`config.mk`:
```
export PLATFORM = sky130hd
export DESIGN_NAME = orbital_position_from_sine_table
export DESIGN_NICKNAME = d
export VERILOG_FILES = /design/src/hdl/ops_pkg.sv /design/src/hdl/ops_axis.sv /design/src/hdl/orbital_position_from_sine_table.sv
export SDC_FILE = /design/constraint.sdc
export NUM_CORES = 2
export LEC_CHECK = 0
export BUFFER_PORTS_ARGS = -buffer_cell sky130_fd_sc_hd__buf_2
export CAP_MARGIN = 20
export CORE_MARGIN = 2
export CORE_UTILIZATION = 40
export CTS_CLUSTER_SIZE = 25
export DETAILED_ROUTE_END_ITERATION = 12
export GPL_ROUTABILITY_DRIVEN = 0
export GPL_TIMING_DRIVEN = 0
export HOLD_SLACK_MARGIN = 0.1
export SLEW_MARGIN = 20
export SYNTH_ARGS = -nofsm -noshare
export SYNTH_HDL_FRONTEND = slang
export SYNTH_SLANG_ARGS = --single-unit
```
`constraint.sdc`:
```
create_clock -name clock -period 11.71 [get_ports clock]
set_input_delay 2.342 -clock clock [delete_from_list [all_inputs] [get_ports clock]]
set_output_delay 2.342 -clock clock [all_outputs]
set_load 0.01 [all_outputs]
```
`src/hdl/ops_pkg.sv`:
```
`timescale 1ns / 1ps
package ops_pkg;

   localparam int unsigned FULL_TURN    = 360;
   localparam int unsigned QUARTER_TURN = 90;
   localparam int unsigned TRIG_ONE     = 1000;
   localparam int unsigned PCT_DIV      = 100;
   localparam int unsigned RADIUS_SPLIT = 10;

   localparam int unsigned STAGES = 6;

   // Register indexes on the configuration port.
   localparam logic [7:0] CSR_X_SCALE = 8'd0;
   localparam logic [7:0] CSR_Y_SCALE = 8'd1;

   // Quarter-wave sine table, scaled to 1000.
   localparam logic [9:0] SINE_TABLE [0:90] = '{
      10'd0,   10'd17,  10'd34,  10'd52,  10'd69,  10'd87,  10'd104, 10'd121, 10'd139, 10'd156,
      10'd173, 10'd190, 10'd207, 10'd224, 10'd241, 10'd258, 10'd275, 10'd292, 10'd309, 10'd325,
      10'd342, 10'd358, 10'd374, 10'd390, 10'd406, 10'd422, 10'd438, 10'd453, 10'd469, 10'd484,
      10'd500, 10'd515, 10'd529, 10'd544, 10'd559, 10'd573, 10'd587, 10'd601, 10'd615, 10'd629,
      10'd642, 10'd656, 10'd669, 10'd681, 10'd694, 10'd707, 10'd719, 10'd731, 10'd743, 10'd754,
      10'd766, 10'd777, 10'd788, 10'd798, 10'd809, 10'd819, 10'd829, 10'd838, 10'd848, 10'd857,
      10'd866, 10'd874, 10'd882, 10'd891, 10'd898, 10'd906, 10'd913, 10'd920, 10'd927, 10'd933,
      10'd939, 10'd945, 10'd951, 10'd956, 10'd961, 10'd965, 10'd970, 10'd974, 10'd978, 10'd981,
      10'd984, 10'd987, 10'd990, 10'd992, 10'd994, 10'd996, 10'd997, 10'd998, 10'd999, 10'd999,
      10'd1000
   };

   // Angle folded into the first quadrant: table index and sign of the sine.
   typedef struct packed {
      logic       neg;
      logic [6:0] idx;
   } fold_type;

   // Advance strobes for the stages held inside an axis lane.
   typedef struct packed {
      logic s1;
      logic s2;
      logic s3;
      logic s4;
      logic s5;
   } pipe_ctl_type;

   // Fold an angle already reduced below 360 degrees.
   function automatic fold_type fold_angle(input logic [8:0] a);
      fold_type   f;
      logic [8:0] t;
      if (a < 9'(QUARTER_TURN)) begin
         t     = a;
         f.neg = 1'b0;
      end else if (a < 9'(2 * QUARTER_TURN)) begin
         t     = 9'(2 * QUARTER_TURN) - a;
         f.neg = 1'b0;
      end else if (a < 9'(3 * QUARTER_TURN)) begin
         t     = a - 9'(2 * QUARTER_TURN);
         f.neg = 1'b1;
      end else begin
         t     = 9'(FULL_TURN) - a;
         f.neg = 1'b1;
      end
      f.idx = t[6:0];
      return f;
   endfunction

   // Floor of x / 100: low reciprocal estimate, then one correction step.
   function automatic logic [10:0] div_pct(input logic [16:0] x);
      logic [26:0] p;
      logic [10:0] q;
      logic [16:0] r;
      p = 27'(x) * 27'(655);
      q = p[26:16];
      r = x - 17'(17'(q) * 17'(PCT_DIV));
      if (r >= 17'(PCT_DIV)) begin
         q = q + 11'd1;
      end
      return q;
   endfunction

   // Floor of y / 1000 for products of units and the table value.
   function automatic logic [4:0] div_trig(input logic [13:0] y);
      logic [20:0] p;
      logic [4:0]  q;
      logic [13:0] r;
      p = 21'(y) * 21'(65);
      q = p[20:16];
      r = y - 14'(14'(q) * 14'(TRIG_ONE));
      if (r >= 14'(TRIG_ONE)) begin
         q = q + 5'd1;
      end
      return q;
   endfunction

endpackage

```
`src/hdl/ops_axis.sv`:
```
`timescale 1ns / 1ps
module ops_axis
   import ops_pkg::*;
(
   input  logic         clock,
   input  pipe_ctl_type ctl,
   input  fold_type     fold,
   input  logic [4:0]   tens,
   input  logic [3:0]   units,
   input  logic [15:0]  center,
   input  logic [7:0]   pct,
   output logic [15:0]  pos
);

   // The sign rides along; all arithmetic works on magnitudes, which gives
   // truncation toward zero for negative offsets.
   logic        neg1_ff, neg2_ff, neg3_ff, neg4_ff;
   logic [15:0] ctr1_ff, ctr2_ff, ctr3_ff, ctr4_ff;
   logic [4:0]  tens1_ff;
   logic [3:0]  units1_ff;
   logic [9:0]  mag_ff;
   logic [14:0] prod_t_ff, prod_t_in;
   logic [13:0] prod_u_ff, prod_u_in;
   logic [8:0]  offm_ff, offm_in;
   logic [16:0] scl_ff, scl_in;
   logic [9:0]  quot;
   logic [15:0] pos_ff, pos_in;

   assign prod_t_in = 15'(tens1_ff) * 15'(mag_ff);
   assign prod_u_in = 14'(units1_ff) * 14'(mag_ff);
   assign offm_in   = 9'(div_pct(17'(prod_t_ff))) + 9'(div_trig(prod_u_ff));
   assign scl_in    = 17'(offm_ff) * 17'(pct);
   assign quot      = 10'(div_pct(scl_ff));
   assign pos_in    = neg4_ff ? (ctr4_ff - 16'(quot)) : (ctr4_ff + 16'(quot));

   always_ff @(posedge clock) begin
      if (ctl.s1) begin
         mag_ff    <= SINE_TABLE[fold.idx];
         neg1_ff   <= fold.neg;
         tens1_ff  <= tens;
         units1_ff <= units;
         ctr1_ff   <= center;
      end
      if (ctl.s2) begin
         prod_t_ff <= prod_t_in;
         prod_u_ff <= prod_u_in;
         neg2_ff   <= neg1_ff;
         ctr2_ff   <= ctr1_ff;
      end
      if (ctl.s3) begin
         offm_ff <= offm_in;
         neg3_ff <= neg2_ff;
         ctr3_ff <= ctr2_ff;
      end
      if (ctl.s4) begin
         scl_ff  <= scl_in;
         neg4_ff <= neg3_ff;
         ctr4_ff <= ctr3_ff;
      end
      if (ctl.s5) begin
         pos_ff <= pos_in;
      end
   end

   assign pos = pos_ff;

endmodule

```
`src/hdl/orbital_position_from_sine_table.sv`:
```
`timescale 1ns / 1ps
// Each accepted request item passes through every pipeline stage to its response item.
// Throughput: one item per cycle while rsp_tready holds; every stage holds
// one item and moves on when the stage after it is empty or moving, so
// bubbles close up on a stall. Reset (synchronous, active high) empties
// the pipeline and sets both scale registers to 100.
module orbital_position_from_sine_table
   import ops_pkg::*;
(
   input  logic        clock,
   input  logic        reset,
   // Request channel.
   input  logic        req_tvalid,
   output logic        req_tready,
   // Fields from bit 0 up: center_x[15:0], center_y[31:16], angle[40:32],
   // radius[48:41], zero fill [55:49].
   input  logic [55:0] req_tdata,
   // Response channel.
   output logic        rsp_tvalid,
   input  logic        rsp_tready,
   // Fields from bit 0 up: pos_x[15:0], pos_y[31:16].
   output logic [31:0] rsp_tdata,
   // Configuration write channel.
   input  logic        csr_valid,
   output logic        csr_ready,
   input  logic [7:0]  csr_index,
   input  logic [7:0]  csr_data
);

   // Scale registers. A write to an index other than the two registers is
   // taken and dropped.
   logic [7:0] x_scale_ff, y_scale_ff;

   assign csr_ready = 1'b1;

   always_ff @(posedge clock) begin
      if (reset) begin
         x_scale_ff <= 8'(PCT_DIV);
         y_scale_ff <= 8'(PCT_DIV);
      end else if (csr_valid) begin
         if (csr_index == CSR_X_SCALE) begin
            x_scale_ff <= csr_data;
         end else if (csr_index == CSR_Y_SCALE) begin
            y_scale_ff <= csr_data;
         end
      end
   end

   // Stage control: one valid bit per stage, and an advance strobe that
   // lets a stage load whenever it is empty or its item moves on.
   logic [STAGES-1:0] valid_ff;
   logic [STAGES-1:0] adv;

   always_comb begin
      adv[STAGES-1] = !valid_ff[STAGES-1] || rsp_tready;
      for (int i = STAGES - 2; i >= 0; i--) begin
         adv[i] = !valid_ff[i] || adv[i+1];
      end
   end

   always_ff @(posedge clock) begin
      if (reset) begin
         valid_ff <= '0;
      end else begin
         if (adv[0]) begin
            valid_ff[0] <= req_tvalid;
         end
         for (int i = 1; i < STAGES; i++) begin
            if (adv[i]) begin
               valid_ff[i] <= valid_ff[i-1];
            end
         end
      end
   end

   assign req_tready = adv[0];
   assign rsp_tvalid = valid_ff[STAGES-1];

   // First stage: reduce the angle modulo 360, form the cosine angle as the
   // angle plus 90 reduced again, fold both into one quadrant, and split
   // the radius into tens and units.
   logic [15:0] in_cx, in_cy;
   logic [8:0]  in_ang, in_rad_ext;
   logic [7:0]  in_rad;
   logic [8:0]  ang_red, cos_sum, cos_red;
   logic [15:0] tens_prod;
   logic [4:0]  tens_in;
   logic [3:0]  units_in;

   assign in_cx      = req_tdata[15:0];
   assign in_cy      = req_tdata[31:16];
   assign in_ang     = req_tdata[40:32];
   assign in_rad     = req_tdata[48:41];
   assign in_rad_ext = 9'(in_rad);

   assign ang_red   = (in_ang >= 9'(FULL_TURN)) ? (in_ang - 9'(FULL_TURN)) : in_ang;
   assign cos_sum   = ang_red + 9'(QUARTER_TURN);
   assign cos_red   = (cos_sum >= 9'(FULL_TURN)) ? (cos_sum - 9'(FULL_TURN)) : cos_sum;
   // Radius over ten through a reciprocal that is exact for eight-bit radii.
   assign tens_prod = 16'(in_rad) * 16'(205);
   assign tens_in   = tens_prod[15:11];
   assign units_in  = 4'(in_rad_ext - 9'(9'(tens_in) * 9'(RADIUS_SPLIT)));

   fold_type    fold_x_ff, fold_y_ff;
   logic [4:0]  tens_ff;
   logic [3:0]  units_ff;
   logic [15:0] cx_ff, cy_ff;

   always_ff @(posedge clock) begin
      if (adv[0]) begin
         fold_x_ff <= fold_angle(ang_red);
         fold_y_ff <= fold_angle(cos_red);
         tens_ff   <= tens_in;
         units_ff  <= units_in;
         cx_ff     <= in_cx;
         cy_ff     <= in_cy;
      end
   end

   // Remaining five stages run in one lane per axis: table lookup, the two
   // radius products, division and sum, percent scale, final division and
   // the wrapping add to the centre.
   pipe_ctl_type ctl;

   assign ctl.s1 = adv[1];
   assign ctl.s2 = adv[2];
   assign ctl.s3 = adv[3];
   assign ctl.s4 = adv[4];
   assign ctl.s5 = adv[5];

   logic [15:0] pos_x, pos_y;

   ops_axis u_axis_x (
      .clock  (clock),
      .ctl    (ctl),
      .fold   (fold_x_ff),
      .tens   (tens_ff),
      .units  (units_ff),
      .center (cx_ff),
      .pct    (x_scale_ff),
      .pos    (pos_x)
   );

   ops_axis u_axis_y (
      .clock  (clock),
      .ctl    (ctl),
      .fold   (fold_y_ff),
      .tens   (tens_ff),
      .units  (units_ff),
      .center (cy_ff),
      .pct    (y_scale_ff),
      .pos    (pos_y)
   );

   assign rsp_tdata = {pos_y, pos_x};

`ifndef ASSERT_OFF
   // The request side is held off only when every stage holds an item.
   a_stall_only_full: assert property (@(posedge clock) disable iff (reset)
      !req_tready |-> (&valid_ff))
      else $error("request stalled while a stage is empty");

   // Reset empties the pipeline.
   a_reset_empty: assert property (@(posedge clock)
      reset |=> !rsp_tvalid)
      else $error("response valid right after reset");

   // A write to the horizontal scale register lands in the next cycle.
   a_x_scale_write: assert property (@(posedge clock) disable iff (reset)
      (csr_valid && csr_ready && (csr_index == CSR_X_SCALE))
      |=> (x_scale_ff == $past(csr_data)))
      else $error("horizontal scale write lost");
`endif

endmodule
```
==> flow_metrics.tcl <==
set metrics [dict create \
    synthFlopType "edfxtp_1" \
    hp-class "reg -> reg" \
    coreArea_sq_um 124000 \
    fin_util_pct 46.9 \
    synth_commonest_cells "ha_1, inv_1, fa_1, edfxtp_1, nand2_1" \
    drt.antenna.violating_nets 0 \
    cpPeakStageDelay_ns 0.52 \
    dp_hpwl_mm 84.8 \
    root_buffer "clkbuf_16" \
    clock.fmax_mhz 84.3 \
    vias_per_cell 5.12 \
    cts_made_buffers 44 \
    synthArstFlopShare_pct 0 \
    critPathArrivalTime_ns 12.23 \
    cp_max_fo 5 \
    grt_pass1_vias 36600 \
    violations "setup timing" \
    post-synth-top-count-cell "ha_1" \
    synth_top_family_by_area "adder cells" \
    drive_gt1_share_pct 14.1 \
    path_delay_family "adder cells" \
    skew_ns 0.0528 \
    maxSlewViolCount 0 \
    status "complete, but fails checks" \
    syn_nets 6420 \
    placed_area_sq_um 52800 \
    finalWirelength_mm 109 \
    area_delta_synth_final_pct 16.2 \
    synthXorXnorAreaFrac_pct 5.97 \
    globalRouteOverflowTotal 0 \
    cp-end-kind "register" \
    layout_setup_ws_ns -0.151 \
    drcViolationCount 0 \
    dr.first_iter.drc_count 1683 \
    finalSetupViolCount 3 \
    finalCritPeriodShare_pct 101 \
    tns_ns -0.244 \
    grt_pass1_wl_mm 180 \
    rsz0062_at_grt "yes" \
    yosysSeqAreaShare_pct 22.7 \
    dr.pass1.iters 5 \
    die_h_microns 357 \
    synth_cell_types 111 \
    period_needed_ns 11.86 \
    wire_per_inst_microns 15.5 \
    fillCellCount 11400 \
    synth-simple-area-share_pct 10.0 \
    synth_top_area_cell "ha_1" \
    cts_hold_buf 0 \
    cts.sinks 385 \
    ys_warn_count 0 \
    whs_ns 0.387 \
    cts_tree "built" \
    clk_latency_ns 0.64 \
    rows 129 \
    synth_compound_area_share_pct 12.1 \
    reg2reg_from "u_axis_x.scl_ff[7]" \
    io_pins 112 \
    synth.avg_cell_area_sq_um 10.0 \
    slew_headroom_pct 37.1 \
    grt_usage_pct 17.0 \
    crit_slowest_cell "fa_1" \
    vias 36100 \
    cp-start-kind "register" \
    syn-cell-area_sq_um 49900 \
    die-area_sq_um 127000 \
    synth_edf_count 363 \
    max_cap_violations 0 \
    crit_buf_inv 11 \
    finish.instance_area_sq_um 57900 \
    start_util_pct 40.3 \
    path_class "reg -> reg" \
    cpMostUsedCell "inv_2" \
    hold_violations 0 \
    tightest_slew_ns 0.943 \
    grt_max_degree 59 \
    portBuffers 103 \
    grt_antenna_before_repair 2 \
    cp-startpoint "u_axis_x.scl_ff[7]" \
    layout.nets 6815 \
    hp-start "u_axis_y.ctr3_ff[6]" \
    critPathRequiredTime_ns 12.08 \
    synthMuxAreaShare_pct 1.67 \
    cts.path.max_buffers 3 \
    yosys.area.top_type_share_pct 24.0 \
    h-tree-depth 2 \
    ys_top_cells_by_area "ha_1, edfxtp_1, fa_1" \
    dieWidth_microns 357 \
    synthCells 4974 \
    synth_seq_cells 385 \
    synthAdderAreaFrac_pct 40.6 \
    path_clk_slew_ns 0.08 \
]
-- state kept, by name, summed over array words and instances, names as in the netlist, 9 cells and up --
register,count
cx_ff,16
cy_ff,16
u_axis_x.ctr1_ff,16
u_axis_x.ctr2_ff,16
u_axis_x.ctr3_ff,16
u_axis_x.ctr4_ff,16
u_axis_x.mag_ff,10
u_axis_x.offm_ff,9
u_axis_x.pos,16
u_axis_x.prod_t_ff,15
u_axis_x.prod_u_ff,14
u_axis_x.scl_ff,17
u_axis_y.ctr1_ff,16
u_axis_y.ctr2_ff,16
u_axis_y.ctr3_ff,16
u_axis_y.ctr4_ff,16
u_axis_y.mag_ff,10
u_axis_y.offm_ff,9
u_axis_y.pos,16
u_axis_y.prod_t_ff,15
u_axis_y.prod_u_ff,14
u_axis_y.scl_ff,17
-- layout make-up --
type                       count  area, sq um  share of cell area, %
multi-input combinational   3667        36900                   63.7
sequential                   385        11300                   19.6
inverter                     810         3050                   5.27
timing repair buffer         353         2570                   4.44
tap                         1637         2050                   3.54
clock buffer                  49         1130                   1.95
clock inverter                30          474                  0.819
buffer                       108          423                  0.730
antenna                        1         2.50                0.00432
-- cell usage in the layout (no fill, tap or decap), types with 22 or more instances in the layout --
cell / count
a21oi_1: 217
buf_2: 105
a31oi_1: 22
nand2_1: 308
clkbuf_16: 44
edfxtp_1: 363
nand3_1: 42
clkbuf_1: 95
buf_4: 220
a211oi_1: 30
and2_1: 172
nand2b_1: 39
a21oi_2: 38
ha_1: 905
xnor2_2: 22
o21ai_0: 124
nor2b_1: 52
xor2_1: 95
inv_2: 22
dfxtp_1: 22
nor3_1: 40
xnor2_1: 192
o21a_1: 46
ha_4: 37
a21o_1: 92
mux2i_1: 40
inv_1: 781
o21bai_1: 45
buf_6: 25
o211ai_1: 25
nor2_1: 200
fa_1: 407
-- kinds of logic (layout without fill, tap and decap cells) --
logic type               Yosys count  after routing
adder cells (fa/ha/maj)         1369           1369
AND/OR/NAND/NOR                 1006           1006
flip-flops                       385            385
multiplexers                      65             65
AO/OA/AOI/OAI                    896            896
XOR/XNOR                         330            330
other                              1              2
buffers and inverters            922           1350
-- path summary, 6_finish.rpt --
check / to / slack, ns / cells past startpoint
max: u_axis_x.pos[15] / -0.15 / 54
min: u_axis_y.ctr4_ff[6] / 0.39 / 0
min reg2reg: u_axis_y.ctr4_ff[6] / 0.39 / 0
max reg2reg: u_axis_x.pos[15] / -0.15 / 54
-- per-stage QoR --
step | cells | worst slack [ns]
after CTS | 6950 | -0.0645
after floorplan | 4974 | -0.00566
after detailed placement | 6725 | -1.90
after global placement | 6714 | -1.78
final | 7040 | -0.151
after global routing | 7039 | -0.680
-- repair_timing --
action,CTS,global route
pin swaps,137,153
resized for setup,169,170
buffers inserted,149,108
setup endpoints to repair,33,25
gates cloned,1,0
-- layer usage --
layer | up-vias | share of wire, % | track usage (%)
li1 | 17800 | - | -
met1 | 17500 | 46 | 22.3
met2 | 582 | 48 | 29.9
met3 | 147 | 3.4 | 1.76
met4 | 0 | 2.4 | 4.49
met5 | - | 0 | 0
Power is left out: the tool's default activity adds up to more than one toggle a clock period on the data nets, which glitch-free logic cannot reach.
